===== config.mk =====
export PLATFORM = sky130hd
export DESIGN_NAME = slot_bank_memory_mapper_core
export DESIGN_NICKNAME = d
export VERILOG_FILES = /design/src/hdl/sbmm_pkg.sv /design/src/hdl/sbmm_xlate.sv /design/src/hdl/slot_bank_memory_mapper_core.sv
export SDC_FILE = /design/constraint.sdc
export NUM_CORES = 1
export LEC_CHECK = 0
export ABC_CLOCK_PERIOD_IN_PS = 3640
export BUFFER_PORTS_ARGS = -buffer_cell sky130_fd_sc_hd__buf_4
export CORE_MARGIN = 4
export CORE_UTILIZATION = 40
export DETAILED_ROUTE_END_ITERATION = 7
export GPL_ROUTABILITY_DRIVEN = 0
export PLACE_DENSITY = 0.7
export SLEW_MARGIN = 20
export SYNTH_ARGS = -nofsm -noshare
export SYNTH_HDL_FRONTEND = slang
export SYNTH_SLANG_ARGS = --single-unit

===== constraint.sdc =====
create_clock -name clk_i -period 3.64 [get_ports clk_i]
set_input_delay 0.182 -clock clk_i [delete_from_list [all_inputs] [get_ports clk_i]]
set_output_delay 0.182 -clock clk_i [all_outputs]
set_load 0.01 [all_outputs]

===== src/hdl/sbmm_pkg.sv =====
// Shared types, codes and word layouts for the slot bank memory mapper.
// No dependencies; every other file in hdl/ imports this package.
`default_nettype none

package sbmm_pkg;

  // Default width of the in-slot offset (16 KB slots)
  localparam int unsigned SLOT_OFFSET_BITS_DEF = 14;

  localparam int unsigned ADDR_W  = 16;
  localparam int unsigned DATA_W  = 8;
  localparam int unsigned BANK_W  = 8;
  localparam int unsigned BANK0_W = 6;
  localparam int unsigned SRCSEL_W = 6;
  localparam int unsigned PHYS_W  = 22;
  localparam int unsigned TGT_W   = 3;
  localparam int unsigned NUM_UPPER = 3;

  // Stream word widths, padded to whole bytes
  localparam int unsigned IN_TDATA_W  = 32;
  localparam int unsigned OUT_TDATA_W = 40;

  // Result word layout, lowest bit first
  localparam int unsigned OUT_TGT_LSB  = 0;
  localparam int unsigned OUT_PHYS_LSB = OUT_TGT_LSB + TGT_W;
  localparam int unsigned OUT_RD_BIT   = OUT_PHYS_LSB + PHYS_W;
  localparam int unsigned OUT_WR_BIT   = OUT_RD_BIT + 1;
  localparam int unsigned OUT_OB_BIT   = OUT_WR_BIT + 1;
  localparam int unsigned OUT_LED_LSB  = OUT_OB_BIT + 1;
  localparam int unsigned OUT_USED_W   = OUT_LED_LSB + DATA_W;

  // Configuration register indexes
  localparam int unsigned CFG_IDX_W = 1;
  localparam logic [CFG_IDX_W-1:0] CFG_ROM_PAGES = 1'b0;
  localparam logic [DATA_W-1:0]    ROM_PAGES_RST = 8'd16;

  typedef enum logic [1:0] {
    OP_READ  = 2'd0,
    OP_WRITE = 2'd1,
    OP_IOWR  = 2'd2,
    OP_IDLE  = 2'd3
  } op_e;

  typedef enum logic [1:0] {
    SRC_INT  = 2'd0,
    SRC_AV   = 2'd1,
    SRC_EXP0 = 2'd2,
    SRC_EXP1 = 2'd3
  } src_e;

  typedef enum logic [TGT_W-1:0] {
    TGT_NONE = 3'd0,
    TGT_ROM  = 3'd1,
    TGT_RAM  = 3'd2,
    TGT_AV   = 3'd3,
    TGT_EXP0 = 3'd4,
    TGT_EXP1 = 3'd5
  } target_e;

  // I/O port numbers (low address byte)
  localparam logic [7:0] PORT_BANK0   = 8'h00;
  localparam logic [7:0] PORT_BANK1   = 8'h01;
  localparam logic [7:0] PORT_BANK2   = 8'h02;
  localparam logic [7:0] PORT_BANK3   = 8'h03;
  localparam logic [7:0] PORT_SRCSEL  = 8'h04;
  localparam logic [7:0] PORT_LED     = 8'h05;
  localparam logic [7:0] PORT_LED_ALT = 8'h0D;

  typedef struct packed {
    logic [DATA_W-1:0] write_data;
    logic [ADDR_W-1:0] address;
    op_e               op;
  } item_t;

  typedef struct packed {
    logic [DATA_W-1:0]                   rom_pages;
    logic [SRCSEL_W-1:0]                 src_sel;
    logic [NUM_UPPER-1:0][BANK_W-1:0]    upper_bank;
    logic [BANK0_W-1:0]                  slot0_bank;
  } map_state_t;

  typedef struct packed {
    logic          bus_float;
    logic          write_en;
    logic          read_en;
    logic [PHYS_W-1:0] phys_addr;
    target_e       target;
  } map_result_t;

endpackage

`default_nettype wire


===== src/hdl/sbmm_xlate.sv =====
// Address translation for one bus cycle: slot, source and bank lookup.
// Pure combinational; uses sbmm_pkg types.
`default_nettype none

module sbmm_xlate #(
  parameter int unsigned SlotOffsetBits = sbmm_pkg::SLOT_OFFSET_BITS_DEF
) (
  input  sbmm_pkg::item_t       item_i,
  input  sbmm_pkg::map_state_t  state_i,
  output sbmm_pkg::map_result_t result_o
);
  import sbmm_pkg::*;

  logic [1:0]              slot;
  logic [BANK_W-1:0]       bank;
  src_e                    src;
  logic [BANK_W-1:0]       page;
  logic [SlotOffsetBits-1:0] offset;
  logic                    is_mem;
  logic                    is_rd;

  assign slot   = item_i.address[ADDR_W-1 -: 2];
  assign offset = item_i.address[SlotOffsetBits-1:0];
  assign is_rd  = (item_i.op == OP_READ);
  assign is_mem = is_rd || (item_i.op == OP_WRITE);

  always_comb begin
    case (slot)
      2'd0: begin
        bank = {{(BANK_W-BANK0_W){1'b0}}, state_i.slot0_bank};
        src  = SRC_INT;
      end
      2'd1: begin
        bank = state_i.upper_bank[0];
        src  = src_e'(state_i.src_sel[1:0]);
      end
      2'd2: begin
        bank = state_i.upper_bank[1];
        src  = src_e'(state_i.src_sel[3:2]);
      end
      default: begin
        bank = state_i.upper_bank[2];
        src  = src_e'(state_i.src_sel[5:4]);
      end
    endcase
  end

  always_comb begin
    result_o = '0;
    page     = bank;
    if (is_mem) begin
      case (src)
        SRC_INT: begin
          if (bank < state_i.rom_pages) begin
            result_o.target  = TGT_ROM;
            result_o.read_en = is_rd;
          end else begin
            // RAM pages start right after the last ROM page
            page              = bank - state_i.rom_pages;
            result_o.target   = TGT_RAM;
            result_o.read_en  = is_rd;
            result_o.write_en = !is_rd;
          end
        end
        SRC_AV: begin
          result_o.target    = TGT_AV;
          result_o.bus_float = is_rd;
        end
        SRC_EXP0: begin
          result_o.target    = TGT_EXP0;
          result_o.bus_float = is_rd;
        end
        default: begin
          result_o.target    = TGT_EXP1;
          result_o.bus_float = is_rd;
        end
      endcase
      result_o.phys_addr = PHYS_W'({{(PHYS_W-BANK_W){1'b0}}, page} << SlotOffsetBits)
                         | PHYS_W'(offset);
    end
  end

endmodule

`default_nettype wire


===== src/hdl/slot_bank_memory_mapper_core.sv =====
// Slot bank memory mapper: input word register, translation, result register.
// A word accepted into the input word register moves on into the result
// register (two register stages); one word per cycle unless output stalls.
// Bank, source-select and LED registers change as an I/O write word passes
// into the result register. Reset clears valids, slot 0 bank, source select
// and sets rom_pages to 16; upper banks and LEDs hold no reset value.
`default_nettype none

module slot_bank_memory_mapper_core #(
  parameter int unsigned SlotOffsetBits = sbmm_pkg::SLOT_OFFSET_BITS_DEF
) (
  input  wire logic                                clk_i,
  input  wire logic                                rst_ni,
  input  wire logic                                cfg_we_i,
  input  wire logic [sbmm_pkg::CFG_IDX_W-1:0]      cfg_index_i,
  input  wire logic [sbmm_pkg::DATA_W-1:0]         cfg_data_i,
  input  wire logic                                s_axis_tvalid,
  output logic                                     s_axis_tready,
  // op[1:0], address[17:2], write_data[25:18], zero pad
  input  wire logic [sbmm_pkg::IN_TDATA_W-1:0]     s_axis_tdata,
  output logic                                     m_axis_tvalid,
  input  wire logic                                m_axis_tready,
  // target[2:0], physical_address[24:3], read_enable[25], write_enable[26],
  // bus_float[27], led_state[35:28], zero pad
  output logic [sbmm_pkg::OUT_TDATA_W-1:0]         m_axis_tdata
);
  import sbmm_pkg::*;

  logic        in_vld_q, in_vld_d;
  item_t       in_item_q;
  logic        out_vld_q, out_vld_d;
  logic [OUT_TDATA_W-1:0] out_data_q;

  logic [DATA_W-1:0]                rom_pages_q;
  logic [BANK0_W-1:0]               slot0_bank_q, slot0_bank_d;
  logic [SRCSEL_W-1:0]              src_sel_q, src_sel_d;
  logic [NUM_UPPER-1:0][BANK_W-1:0] upper_bank_q, upper_bank_d;
  logic [DATA_W-1:0]                led_q, led_d;

  logic        s_accept;
  logic        advance;
  map_state_t  map_state;
  map_result_t map_res;

  assign s_accept      = s_axis_tvalid && s_axis_tready;
  assign advance       = in_vld_q && (!out_vld_q || m_axis_tready);
  assign s_axis_tready = !in_vld_q || advance;

  assign map_state.rom_pages  = rom_pages_q;
  assign map_state.src_sel    = src_sel_q;
  assign map_state.upper_bank = upper_bank_q;
  assign map_state.slot0_bank = slot0_bank_q;

  sbmm_xlate #(
    .SlotOffsetBits(SlotOffsetBits)
  ) u_xlate (
    .item_i  (in_item_q),
    .state_i (map_state),
    .result_o(map_res)
  );

  // I/O port decode; takes effect as the word moves on
  always_comb begin
    slot0_bank_d = slot0_bank_q;
    src_sel_d    = src_sel_q;
    upper_bank_d = upper_bank_q;
    led_d        = led_q;
    if (advance && in_item_q.op == OP_IOWR) begin
      unique case (in_item_q.address[7:0]) inside
        PORT_BANK0:   slot0_bank_d    = in_item_q.write_data[BANK0_W-1:0];
        PORT_BANK1:   upper_bank_d[0] = in_item_q.write_data;
        PORT_BANK2:   upper_bank_d[1] = in_item_q.write_data;
        PORT_BANK3:   upper_bank_d[2] = in_item_q.write_data;
        PORT_SRCSEL:  src_sel_d       = in_item_q.write_data[DATA_W-1:2];
        PORT_LED, PORT_LED_ALT: led_d = in_item_q.write_data;
        default: ;
      endcase
    end
  end

  always_comb begin
    in_vld_d = in_vld_q;
    if (s_accept) begin
      in_vld_d = 1'b1;
    end else if (advance) begin
      in_vld_d = 1'b0;
    end
    out_vld_d = out_vld_q;
    if (advance) begin
      out_vld_d = 1'b1;
    end else if (m_axis_tready) begin
      out_vld_d = 1'b0;
    end
  end

  always_ff @(posedge clk_i or negedge rst_ni) begin
    if (!rst_ni) begin
      in_vld_q     <= 1'b0;
      out_vld_q    <= 1'b0;
      rom_pages_q  <= ROM_PAGES_RST;
      slot0_bank_q <= '0;
      src_sel_q    <= '0;
    end else begin
      in_vld_q     <= in_vld_d;
      out_vld_q    <= out_vld_d;
      slot0_bank_q <= slot0_bank_d;
      src_sel_q    <= src_sel_d;
      // floating-bus byte is supplied on the memory side; only rom_pages is kept
      if (cfg_we_i && cfg_index_i == CFG_ROM_PAGES) begin
        rom_pages_q <= cfg_data_i;
      end
    end
  end

  always_ff @(posedge clk_i) begin
    upper_bank_q <= upper_bank_d;
    led_q        <= led_d;
    if (s_accept) begin
      in_item_q <= item_t'(s_axis_tdata[$bits(item_t)-1:0]);
    end
    if (advance) begin
      out_data_q <= {{(OUT_TDATA_W-OUT_USED_W){1'b0}}, led_d, map_res};
    end
  end

  assign m_axis_tvalid = out_vld_q;
  assign m_axis_tdata  = out_data_q;

endmodule

`default_nettype wire


---- Word-level counts from Yosys, hierarchy flattened ----
Cells that the tools add are included.
operators by class
  add/sub/neg operators ................... 1
  magnitude comparators ................... 1
  equality and inequality tests ........... 12
  muxes and demuxes ....................... 13
  bitwise operators ....................... 4
  reductions and logical operators ........ 25
operators with widths
  operator                                                          number
  8-bit two-way mux                                                 5
  8-bit one-hot mux with 3 select lines                             1
  22-bit by 14-bit bitwise OR with 22-bit output                    1
  8-bit by 2-bit == test with 1-bit output (second input constant)  2
  8-bit by 3-bit == test with 1-bit output (second input constant)  2
  2-bit AND reduction                                               6
  3-bit one-hot mux with 3 select lines                             1
  8-bit by 1-bit == test with 1-bit output (second input constant)  1
  8-bit by 4-bit == test with 1-bit output (second input constant)  1
  8-bit logical NOT                                                 1
  8-bit less-than comparator                                        1
  8-bit subtractor                                                  1
  2-bit by 1-bit == test with 1-bit output (second input constant)  3
  2-bit == test (second input constant)                             3
  2-bit logical NOT                                                 3
  2-bit one-hot mux with 3 select lines                             1
  1-bit logical AND                                                 4
  1-bit two-way mux                                                 4
  2-bit nonzero test                                                2
  2-bit OR reduction                                                2
  1-bit logical NOT                                                 3
  1-bit logical OR                                                  3
  1-bit inverter                                                    3
  3-bit OR reduction                                                1
  2-bit two-way mux                                                 1
word-level totals
  bits in registers ....................... 116
  output and inout port bits .............. 42
  word-level logic and storage cells ...... 73

---- Longest topological paths before layout ----
Gate-level depths: netlist of the first run.
  depth after elaboration ................. 7
  mapped depth ............................ 12

---- Hierarchy ----
Synthesis of the first run repeated with hierarchy kept, for this count alone.
unflattened totals
  cells, all modules ...................... 286
  area, all modules ....................... 4803.4 sq um
modules (own cells, without submodules)
  module                        times used  cells an instance  area an instance (sq um)
  slot_bank_memory_mapper_core  1           172                3821.2
  sbmm_xlate                    1           114                982.2

---- Worst setup path after synthesis of the first run ----
No wires, ideal clock.
  path type ............................... register to register
  from .................................... reg in_item_q[16] (netlist bit)
  to ...................................... reg out_data_q[18] (netlist: m_axis_tdata[18]) (data pin)
  library setup time ...................... 0.267 ns
  arrival ................................. 2.785 ns
  setup slack ............................. 0.588 ns
  stages on the path, launching flop included .. 12
  path buffers ............................ 1
  clock period less this slack ............ 3.052 ns
  path through ............................ edfxtp_1 buf_2 mux4_2 inv_1 ha_1 inv_1 fa_1 a211oi_2 nor4b_1 o211ai_1 mux2i_1 nor2_1
between the ends
  longest elaborated chain between the ends .. 7
ends and longest elaborated chain
  element                                                         RTL line                             source
  start: declaration                                              slot_bank_memory_mapper_core.sv:30   item_t in_item_q;
  start signal: assignment                                        slot_bank_memory_mapper_core.sv:119  in_item_q <= item_t'(s_axis_tdata[$bits(item_t)-1:0]);
  2-bit == test, or another cell as far along                     sbmm_xlate.sv:28                     case (slot)
  8-bit one-hot mux with 3 select lines                           sbmm_xlate.sv:28
  8-bit subtractor or 8-bit less-than comparator (tied branches)  sbmm_xlate.sv:59, sbmm_xlate.sv:54
  8-bit two-way mux                                               sbmm_xlate.sv:54                     if (bank < state_i.rom_pages) begin
  8-bit two-way mux (*)                                           sbmm_xlate.sv:52                     case (src)
  8-bit two-way mux (*)                                           sbmm_xlate.sv:51                     if (is_mem) begin
  22-bit by 14-bit bitwise OR with 22-bit output (*)              sbmm_xlate.sv:79                     | PHYS_W'(offset);
  end signal: assignment                                          slot_bank_memory_mapper_core.sv:122  out_data_q <= {{(OUT_TDATA_W-OUT_USED_W){1'b0}}, led_d, map_res};
  end: declaration                                                slot_bank_memory_mapper_core.sv:32   logic [OUT_TDATA_W-1:0] out_data_q;
Mark *: on every way between the ends. The rest lies on a longest branch, timed or not. The select of a mux whose other input is x is not followed.
A chain may end at the register's enable or synchronous reset.

---- Final worst setup path of the first run ----
  from .................................... reg in_item_q[16] (netlist bit)
  to ...................................... reg out_data_q[17] (netlist: m_axis_tdata[17]) (data pin)
The elaborated chain is that of the path after synthesis.

==> results by group, run 1 <==
Run status
  • Status: complete, no violations

Flow run
  • Max-Cap Viols: 0

Setup path
  • Worst setup path endpoint: m_axis_tdata[17]$_SDFFCE_PP0P_
  • Maximum fanout along the worst path: 10
  • Worst r2r path cells: 11
  • R2R Path End: m_axis_tdata[17]$_SDFFCE_PP0P_
  • CP Class: register to register
  • Slowest cell on crit path: edfxtp_1
  • Critical path's top delay family: compound AO/OA/AOI/OAI gates
  • WP buf/inv: 3
  • Startpoint types: register
  • Critical Path AT: 3.51 ns
  • WP depth: 11
  • CP startpoint: in_item_q[16]$_DFFE_PP_
  • Max stage delay on crit path: approximately 0.64 ns
  • CP Cell Sequence: mux4_2 > inv_1 > ha_1 > inv_1 > fa_1 > a211oi_2 > nor4b_1 > o211ai_1 > buf_4 > nand2_1 > a21oi_1
  • Reg2reg start: in_item_q[16]$_DFFE_PP_
  • Critical Path End Type: register
  • CP Data Required Time: just under 4 ns
  • Worst R2R Setup Slack: ~0.38 ns
  • Most Frequent Cell on Critical Path: inv_1

Synth
  • Syn_area_per_cell: 16.0 um2
  • FF+latch count, synth: approximately 120
  • Mapped Cells: 293
  • Post-synth EDFFs: 86
  • Most used DFF post-synth: edfxtp_1
  • Post-synthesis sequential area ratio: 0.703
  • Yosys warns: 0
  • Distinct cells, synth: 50
  • Top cells by area, synth: edfxtp_1, dfrtp_1, mux2_2
  • Post-synth top area share: 0.551
  • Synth Cell Area: 4680 um2
  • Share of flip-flops with an asynchronous set or reset: 0.190
  • Top cell type by total area after synthesis: edfxtp_1

Global routing
  • First-pass GRT wire length: 14500 um
  • Gr usage total: 0.143
  • Gr ovfl total: 0
  • Met2 Use GR: 0.246
  • Most Crowded Layer GR: met2
  • Met3 usage: 0.0342
  • Number of global-route vias before repair: about 2900
  • GRT met1 Usage: 0.175
  • Antenna violations before repair: 0
  • Largest net degree at the start of global routing: 37

Timing
  • Worst Max-Slew Pin Slew: 0.879 ns
  • Peak Freq: 0.307 GHz
  • Hold Fails Final Rpt: 0
  • Clock Skew: ~0.0073 ns
  • Final setup viols: 0
  • Final worst setup slack: roughly 0.38 ns
  • Final slew viol count: 0
  • Setup TNS Final: 0 ns
  • Period utilization: 0.896
  • Min cycle time layout: between 3 and 4 ns
  • Unrepaired setup endpoints after global routing: false
  • Slew HR: 0.413

Floorplan
  • Row Count: 39
  • Die width: 116 um
  • Core area: between 10000 and 15000 um2
  • Die area: roughly 14000 um2
  • Die height: ~120 um
  • Initial Utilization: 0.410
  • # IOs: around 90

Cells and area
  • Area Growth Syn to Fin: 36.4%
  • Final #Nets: ~480
  • Util after Layout: 0.560
  • Layout cells sized above 1: 0.359
  • Antenna diode count: 0

Clocking
  • Clk slew on worst S/H paths: ~0.06 ns
  • Clock Tree Buf Depth: 2
  • Clock Latency Late Sink: about 0.40 ns
  • Root Buffer: clkbuf_16
  • Clock Sinks: roughly 120
  • H-tree Lvls: 4
  • CTS tree: yes
  • CTS Buf Count: 17
  • Post_cts resized: 0

Hold path
  • Hold Crit Class: input port to register

Placed design
  • Hpwl dp: ~6000 um
  • I/O Buffers: between 70 and 80
  • Setup WS pre-CTS: ~0.27 ns

Detailed routing
  • # DRC: 0
  • WL per Instance: about 16 um
  • Initial DRC Count: 131
  • Vias/cell: approximately 4.9
  • DR pass1 iterations: 4
  • Post-route ant nets: 0
  • Vias: around 2800
  • DRT Wirelength: about 9300 um

Power
  • Lkg Pwr: 2.56 nW
  • Pwr Density: around 570 nW/um2
  • Total power: approximately 3.6 mW
  • Maximum vdd drop: between 0.0003 and 0.0004 V
==> layout by cell type, fill, tap and decap left out, types with 2 or more instances in the layout <==
master | Yosys | routed
edfxtp_1 | 86 | 86
buf_4 | 4 | 85
dlygate4sd3_1 | 0 | 35
mux2_2 | 24 | 24
dfrtp_1 | 21 | 21
clkbuf_16 | 0 | 17
nand2_1 | 16 | 16
nor2b_1 | 16 | 16
o21ai_0 | 13 | 13
a21oi_1 | 10 | 10
inv_1 | 9 | 9
nor2_1 | 9 | 9
ha_1 | 8 | 8
dfxtp_1 | 8 | 8
mux4_2 | 6 | 6
nand2b_1 | 4 | 4
a211oi_2 | 4 | 4
conb_1 | 1 | 4
clkinvlp_4 | 0 | 4
a22o_1 | 3 | 3
and3_1 | 3 | 3
nor3_1 | 3 | 3
o211ai_1 | 3 | 3
a211oi_1 | 3 | 3
bufinv_16 | 0 | 3
clkinv_4 | 0 | 3
inv_6 | 0 | 3
nand3b_1 | 2 | 2
and2_1 | 3 | 2
a22oi_2 | 2 | 2
==> layer usage <==
layer	up-vias	routed length, um
met1	1378	3820
li1	1354	-
met4	0	61
met5	-	0
met3	4	489
met2	77	4920
==> repair_timing <==
item	4_1_cts	5_1_grt
hold endpoints to repair	56	0
hold buffers	35	0
buffers inserted	0	4
setup endpoints to repair	0	2
==> cell usage after synthesis (all sizes together), types with 2 or more instances <==
cell,number
edfxtp,86
mux2,25
dfrtp,21
nand2,16
nor2b,16
o21ai,13
a21oi,10
buf,9
inv,9
nor2,9
dfxtp,8
ha,8
a211oi,7
mux4,6
clkbuf,4
nand2b,4
a22o,3
and2,3
and3,3
nor3,3
nor4b,3
o211ai,3
a22oi,2
nand3b,2
==> state kept, by name, summed over array words and instances (netlist names) <==
name           cells
m_axis_tdata      36
in_item_q         26
map_state         24
led_q              8
rom_pages_q        8
slot0_bank_q       6
src_sel_q          6
in_vld_q           1
m_axis_tvalid      1
==> worst min path at each step <==
stage	from	to	slack, ns	depth (start not counted)
floorplan	rst_ni	in_vld_q$_DFFE_PN0P_	-0.11	0
detailed placement	rst_ni	slot0_bank_q[2]$_DFFE_PN0P_	0.11	1
finish	cfg_data_i[0]	rom_pages_q[0]$_DFFE_PN0P_	0.04	2
CTS	cfg_data_i[0]	rom_pages_q[0]$_DFFE_PN0P_	0.03	2
global route	cfg_data_i[0]	rom_pages_q[0]$_DFFE_PN0P_	0.03	2
global placement	rst_ni	slot0_bank_q[2]$_DFFE_PN0P_	0.10	1
==> kinds of logic after synthesis <==
family | after synthesis | synth area share
flops | 116 | 0.703
buf+inv | 22 | 0.0248
compound gates | 44 | 0.0665
simple gates | 67 | 0.0841
fa+ha+maj | 9 | 0.0256
other cells | 1 | 0.000801
mux | 32 | 0.0911
xor+xnor | 2 | 0.00374
==> stage by stage <==
| step | hold slack [ns] | instances | area (um2) |
|---|---|---|---|
| CTS | 0.0250 | 574 | 6360 |
| detailed placement | 0.111 | 507 | 5400 |
| global placement | 0.101 | 507 | 5400 |
| finish | 0.0397 | 578 | 6390 |
| floorplan | -0.114 | 296 | 4700 |
| global route | 0.0330 | 578 | 6390 |
==> final cells by class <==
type / count / area (um2)
multi-input cells: 158 / 1290
clock buffers: 18 / 429
fillers: 895 / 5030
well taps: 143 / 179
clock inverters: 14 / 178
inverters: 9 / 33.8
flip-flops and latches: 116 / 3290
repair buffers: 120 / 988
==> report_power, final <==
part	switching, mW	internal (mW)
sequential	0.0369	1.51
clock	0.588	1.08
combinational	0.199	0.193
total	0.824	2.79
Note: power is estimated with default switching activity, not from simulation.
==> inputs of run 2 (changes only) <==
Settings changed: SYNTH_HIERARCHICAL from default to 1.
==> run 2 against run 1 <==
- global-route usage decreased by 0.88 points
- synthesized cell count decreased by 2.4%
- final area increased by 0.41%
- sequential power about the same
- via count decreased by 1.6%
- first-iteration DRC count decreased by 9.9%
- area after synthesis increased by 2.5%
- die area increased by 2.4%
- setup slack improved by 0.0048 ns
- maximum frequency increased by 0.15%
==> results by group, run 2 <==
Run status
  • Status: complete, no violations (unchanged)

Synth
  • Distinct cells, synth: 52 (was 50)
  • Most frequent cells after synthesis: edfxtp_1, mux2_2, dfrtp_1, nor2b_1, a21oi_1 (was edfxtp_1, mux2_2, dfrtp_1, nand2_1, nor2b_1)
  • Share of flip-flops with an asynchronous set or reset: 0.190 (unchanged)
  • Most numerous cell in the Yosys netlist: edfxtp_1 (unchanged)
  • Syn_area_per_cell: 16.8 um2 (was 16.0 um2)
  • Mapped Cells: 286 (was 293)
  • Yosys warns: 6 (was 0)
  • Post-synth EDFFs: 86 (unchanged)
  • Post-synth top area share: 0.538 (was 0.551)
  • FF+latch count, synth: 116 (unchanged)
  • Top cell type by total area after synthesis: edfxtp_1 (unchanged)
  • Most used DFF post-synth: edfxtp_1 (unchanged)
  • Post-synthesis sequential area ratio: 0.686 (was 0.703)
  • Top cells by area, synth: edfxtp_1, dfrtp_1, mux2_2 (unchanged)
  • Synth Cell Area: 4800 um2 (was 4680 um2)

Power
  • Psw: 0.779 mW (was 0.824 mW)
  • Lkg Pwr: 2.65 nW (was 2.56 nW)
  • Internal power component: 2.80 mW (was 2.79 mW)
  • Clock share of power: 0.453 (was 0.462)
  • Logic pwr share: 0.112 (was 0.108)
  • Sequential cell fraction of total power: 0.435 (was 0.429)
  • Switching Fraction: 0.218 (was 0.228)
  • Maximum vdd drop: 0.000324 V (was 0.000319 V)
  • Pwr Density: 558 nW/um2 (was 566 nW/um2)

Hold path
  • Hold path cells: 2 (unchanged)
  • Hold Crit Class: input port to register (unchanged)

Detailed routing
  • Vias/cell: 4.90 (was 4.87)
  • # DRC: 0 (unchanged)
  • Vias: 2768 (was 2813)
  • Initial DRC Count: 118 (was 131)
  • DRT Wirelength: 8730 um (was 9290 um)
  • DR pass1 iterations: 4 (unchanged)
  • WL per Instance: 15.5 um (was 16.1 um)
  • Post-route ant nets: 0 (unchanged)

Setup path
  • Maximum fanout along the worst path: 6 (was 10)
  • Critical Path AT: 3.50 ns (was 3.51 ns)
  • Max stage delay on crit path: 0.65 ns (was 0.64 ns)
  • Most Frequent Cell on Critical Path: inv_1 (unchanged)
  • Startpoint types: register (unchanged)
  • Worst r2r path cells: 11 (unchanged)
  • CP Class: register to register (unchanged)
  • Critical Path End Type: register (unchanged)
  • Worst R2R Setup Slack: 0.38 ns (about the same)
  • CP Cell Sequence: mux4_1 > inv_1 > ha_1 > inv_1 > fa_1 > a211oi_2 > nor4b_4 > o211ai_2 > buf_4 > nand2_1 > a21oi_1 (was mux4_2 > inv_1 > ha_1 > inv_1 > fa_1 > a211oi_2 > nor4b_1 > o211ai_1 > buf_4 > nand2_1 > a21oi_1)
  • WP depth: 11 (unchanged)
  • WP buf/inv: 3 (unchanged)
  • Slowest cell on crit path: mux4_1 (was edfxtp_1)
  • Critical path's top delay family: compound AO/OA/AOI/OAI gates (unchanged)
  • CP Data Required Time: 3.89 ns (was 3.88 ns)

Cells and area
  • Most frequent cells in the layout: edfxtp_1, buf_4, mux2_2, dlygate4sd3_1, dfrtp_1 (was edfxtp_1, buf_4, dlygate4sd3_1, mux2_2, dfrtp_1)
  • Non-Filler Instances: 565 (was 578)
  • Final #Nets: 464 (was 477)
  • Max reg flops: 36 (unchanged)
  • Antenna diode count: 0 (unchanged)
  • Fillcell total: 910 (was 895)
  • Util after Layout: 0.555 (was 0.560)
  • Layout cells sized above 1: 0.379 (was 0.359)
  • Most common cell after layout, fill and taps aside: edfxtp_1 (unchanged)
  • Area Growth Syn to Fin: 33.6% (was 36.4%)
  • Post-route cell area: 6410 um2 (was 6390 um2)

Global routing
  • Largest net degree at the start of global routing: 37 (unchanged)
  • Gr ovfl total: 0 (unchanged)
  • Most Crowded Layer GR: met2 (unchanged)
  • Antenna violations before repair: 0 (unchanged)
  • Met2 Use GR: 0.227 (was 0.246)
  • Number of global-route vias before repair: 2974 (was 2896)
  • First-pass GRT wire length: 14500 um (unchanged)
  • Met3 usage: 0.0529 (was 0.0342)
  • Gr usage total: 0.135 (was 0.143)
  • GRT met1 Usage: 0.156 (was 0.175)

Timing
  • Peak Freq: 0.307 GHz (about the same)
  • Period utilization: 0.895 (was 0.896)
  • Final setup viols: 0 (unchanged)
  • Unrepaired setup endpoints after global routing: false (unchanged)
  • Slew HR: 0.423 (was 0.413)
  • Clock Skew: 0.0132 ns (was 0.00728 ns)
  • Final worst setup slack: 0.383 ns (was 0.379 ns)
  • Final slew viol count: 0 (unchanged)
  • Min cycle time layout: 3.26 ns (about the same)
  • Setup TNS Final: 0 ns (unchanged)
  • Hold Fails Final Rpt: 0 (unchanged)
  • Worst Max-Slew Pin Slew: 0.865 ns (was 0.879 ns)

Placed design
  • Hpwl dp: 5930 um (was 6020 um)
  • Cells after DPL: 505 (was 507)
  • Placed instance area: 5540 um2 (was 5400 um2)
  • Setup WS pre-CTS: 0.382 ns (was 0.275 ns)
  • I/O Buffers: 77 (unchanged)

Clocking
  • Setup Fix Bufs, Post-CTS: 0 (unchanged)
  • Clock Sinks: 116 (unchanged)
  • Clock Tree Buf Depth: 2 (unchanged)
  • Root Buffer: clkbuf_16 (unchanged)
  • Hold_buf cts: 28 (was 35)
  • H-tree Lvls: 4 (unchanged)
  • Clk slew on worst S/H paths: 0.06 ns (about the same)
  • CTS Buf Count: 17 (unchanged)
  • CTS tree: yes (unchanged)
  • Clock Latency Late Sink: 0.40 ns (about the same)
  • Post_cts resized: 0 (unchanged)

Floorplan
  • Die width: 118 um (was 116 um)
  • Die height: 118 um (was 116 um)
  • Row Count: 39 (unchanged)
  • Initial Utilization: 0.415 (was 0.410)
  • Core area: 11600 um2 (was 11400 um2)
  • # IOs: 88 (unchanged)
  • Die area: 13800 um2 (was 13500 um2)

Flow run
  • Max-Cap Viols: 0 (unchanged)
run 2: changes by cell type after synthesis, sizes merged, moves of 2 or more:
cell and delta:
a21oi +2, and3 -2, buf -3, inv +2, mux2 +7, nand2 -5, nor2 -2, nor2b +2
nor3 +2, o21ai -7
run 2: power by group through the flow:
| stage | Sequential (mW) | Clock (mW) | Combinational (mW) |
|---|---|---|---|
| floorplan | 1.59 | 0 | 0.225 |
| detailed placement | 1.59 | 0 | 0.377 |
| finish | 1.56 | 1.62 | 0.400 |
| global route | 1.57 | 1.72 | 0.442 |
| global placement | 1.58 | 0 | 0.369 |
| CTS | 1.56 | 1.65 | 0.403 |
run 2: final timing paths:
path	startpoint	endpoint
max	in_item_q[16]$_DFFE_PP_	m_axis_tdata[17]$_DFFE_PP_
min	cfg_data_i[4]	rom_pages_q[4]$_DFFE_PN1P_
max reg2reg	in_item_q[16]$_DFFE_PP_	m_axis_tdata[17]$_DFFE_PP_
min reg2reg	led_q[6]$_DFF_P_	led_q[6]$_DFF_P_
max in group asynchronous	rst_ni	rom_pages_q[4]$_DFFE_PN1P_
min in group asynchronous	rst_ni	slot0_bank_q[1]$_DFFE_PN0P_
run 2: area by class of cell:
cell class	instances	area, um2	share of cell area
inverter	11	41.3	0.00644
clock buffer	24	493	0.0768
multi-input combinational	152	1400	0.219
sequential	116	3290	0.514
timing repair buffer	111	903	0.141
tap	143	179	0.0279
clock inverter	8	100	0.0156
run 2: logic make-up after synthesis:
group	Yosys count	synth area share
flops	116	0.686
mux	39	0.111
simple gates	58	0.0821
other cells	1	0.000781
compound gates	40	0.0672
buf+inv	21	0.0247
fa+ha+maj	9	0.0250
xor+xnor	2	0.00365
run 2: per-layer routing:
layer,vias up,part of all wire
met5,-,0
met4,0,0.010
met3,7,0.054
met2,68,0.51
met1,1355,0.43
li1,1338,-
run 2: stage by stage:
stage          power, mW  hold WS [ns]
3_5_place_dp        1.96         0.109
3_3_place_gp        1.95         0.106
2_1_floorplan       1.82        -0.114
4_1_cts             3.62       0.00312
5_1_grt             3.73       0.00365
6_report            3.58        0.0137
run 2: worst reg2reg max path, cell delays in order (launching register included):
cell and delay [ns]:
edfxtp_1 0.54, mux4_1 0.65, inv_1 0.09, ha_1 0.16, inv_1 0.05, fa_1 0.42
a211oi_2 0.41, nor4b_4 0.11, o211ai_2 0.29, buf_4 0.19, nand2_1 0.05, a21oi_1 0.15
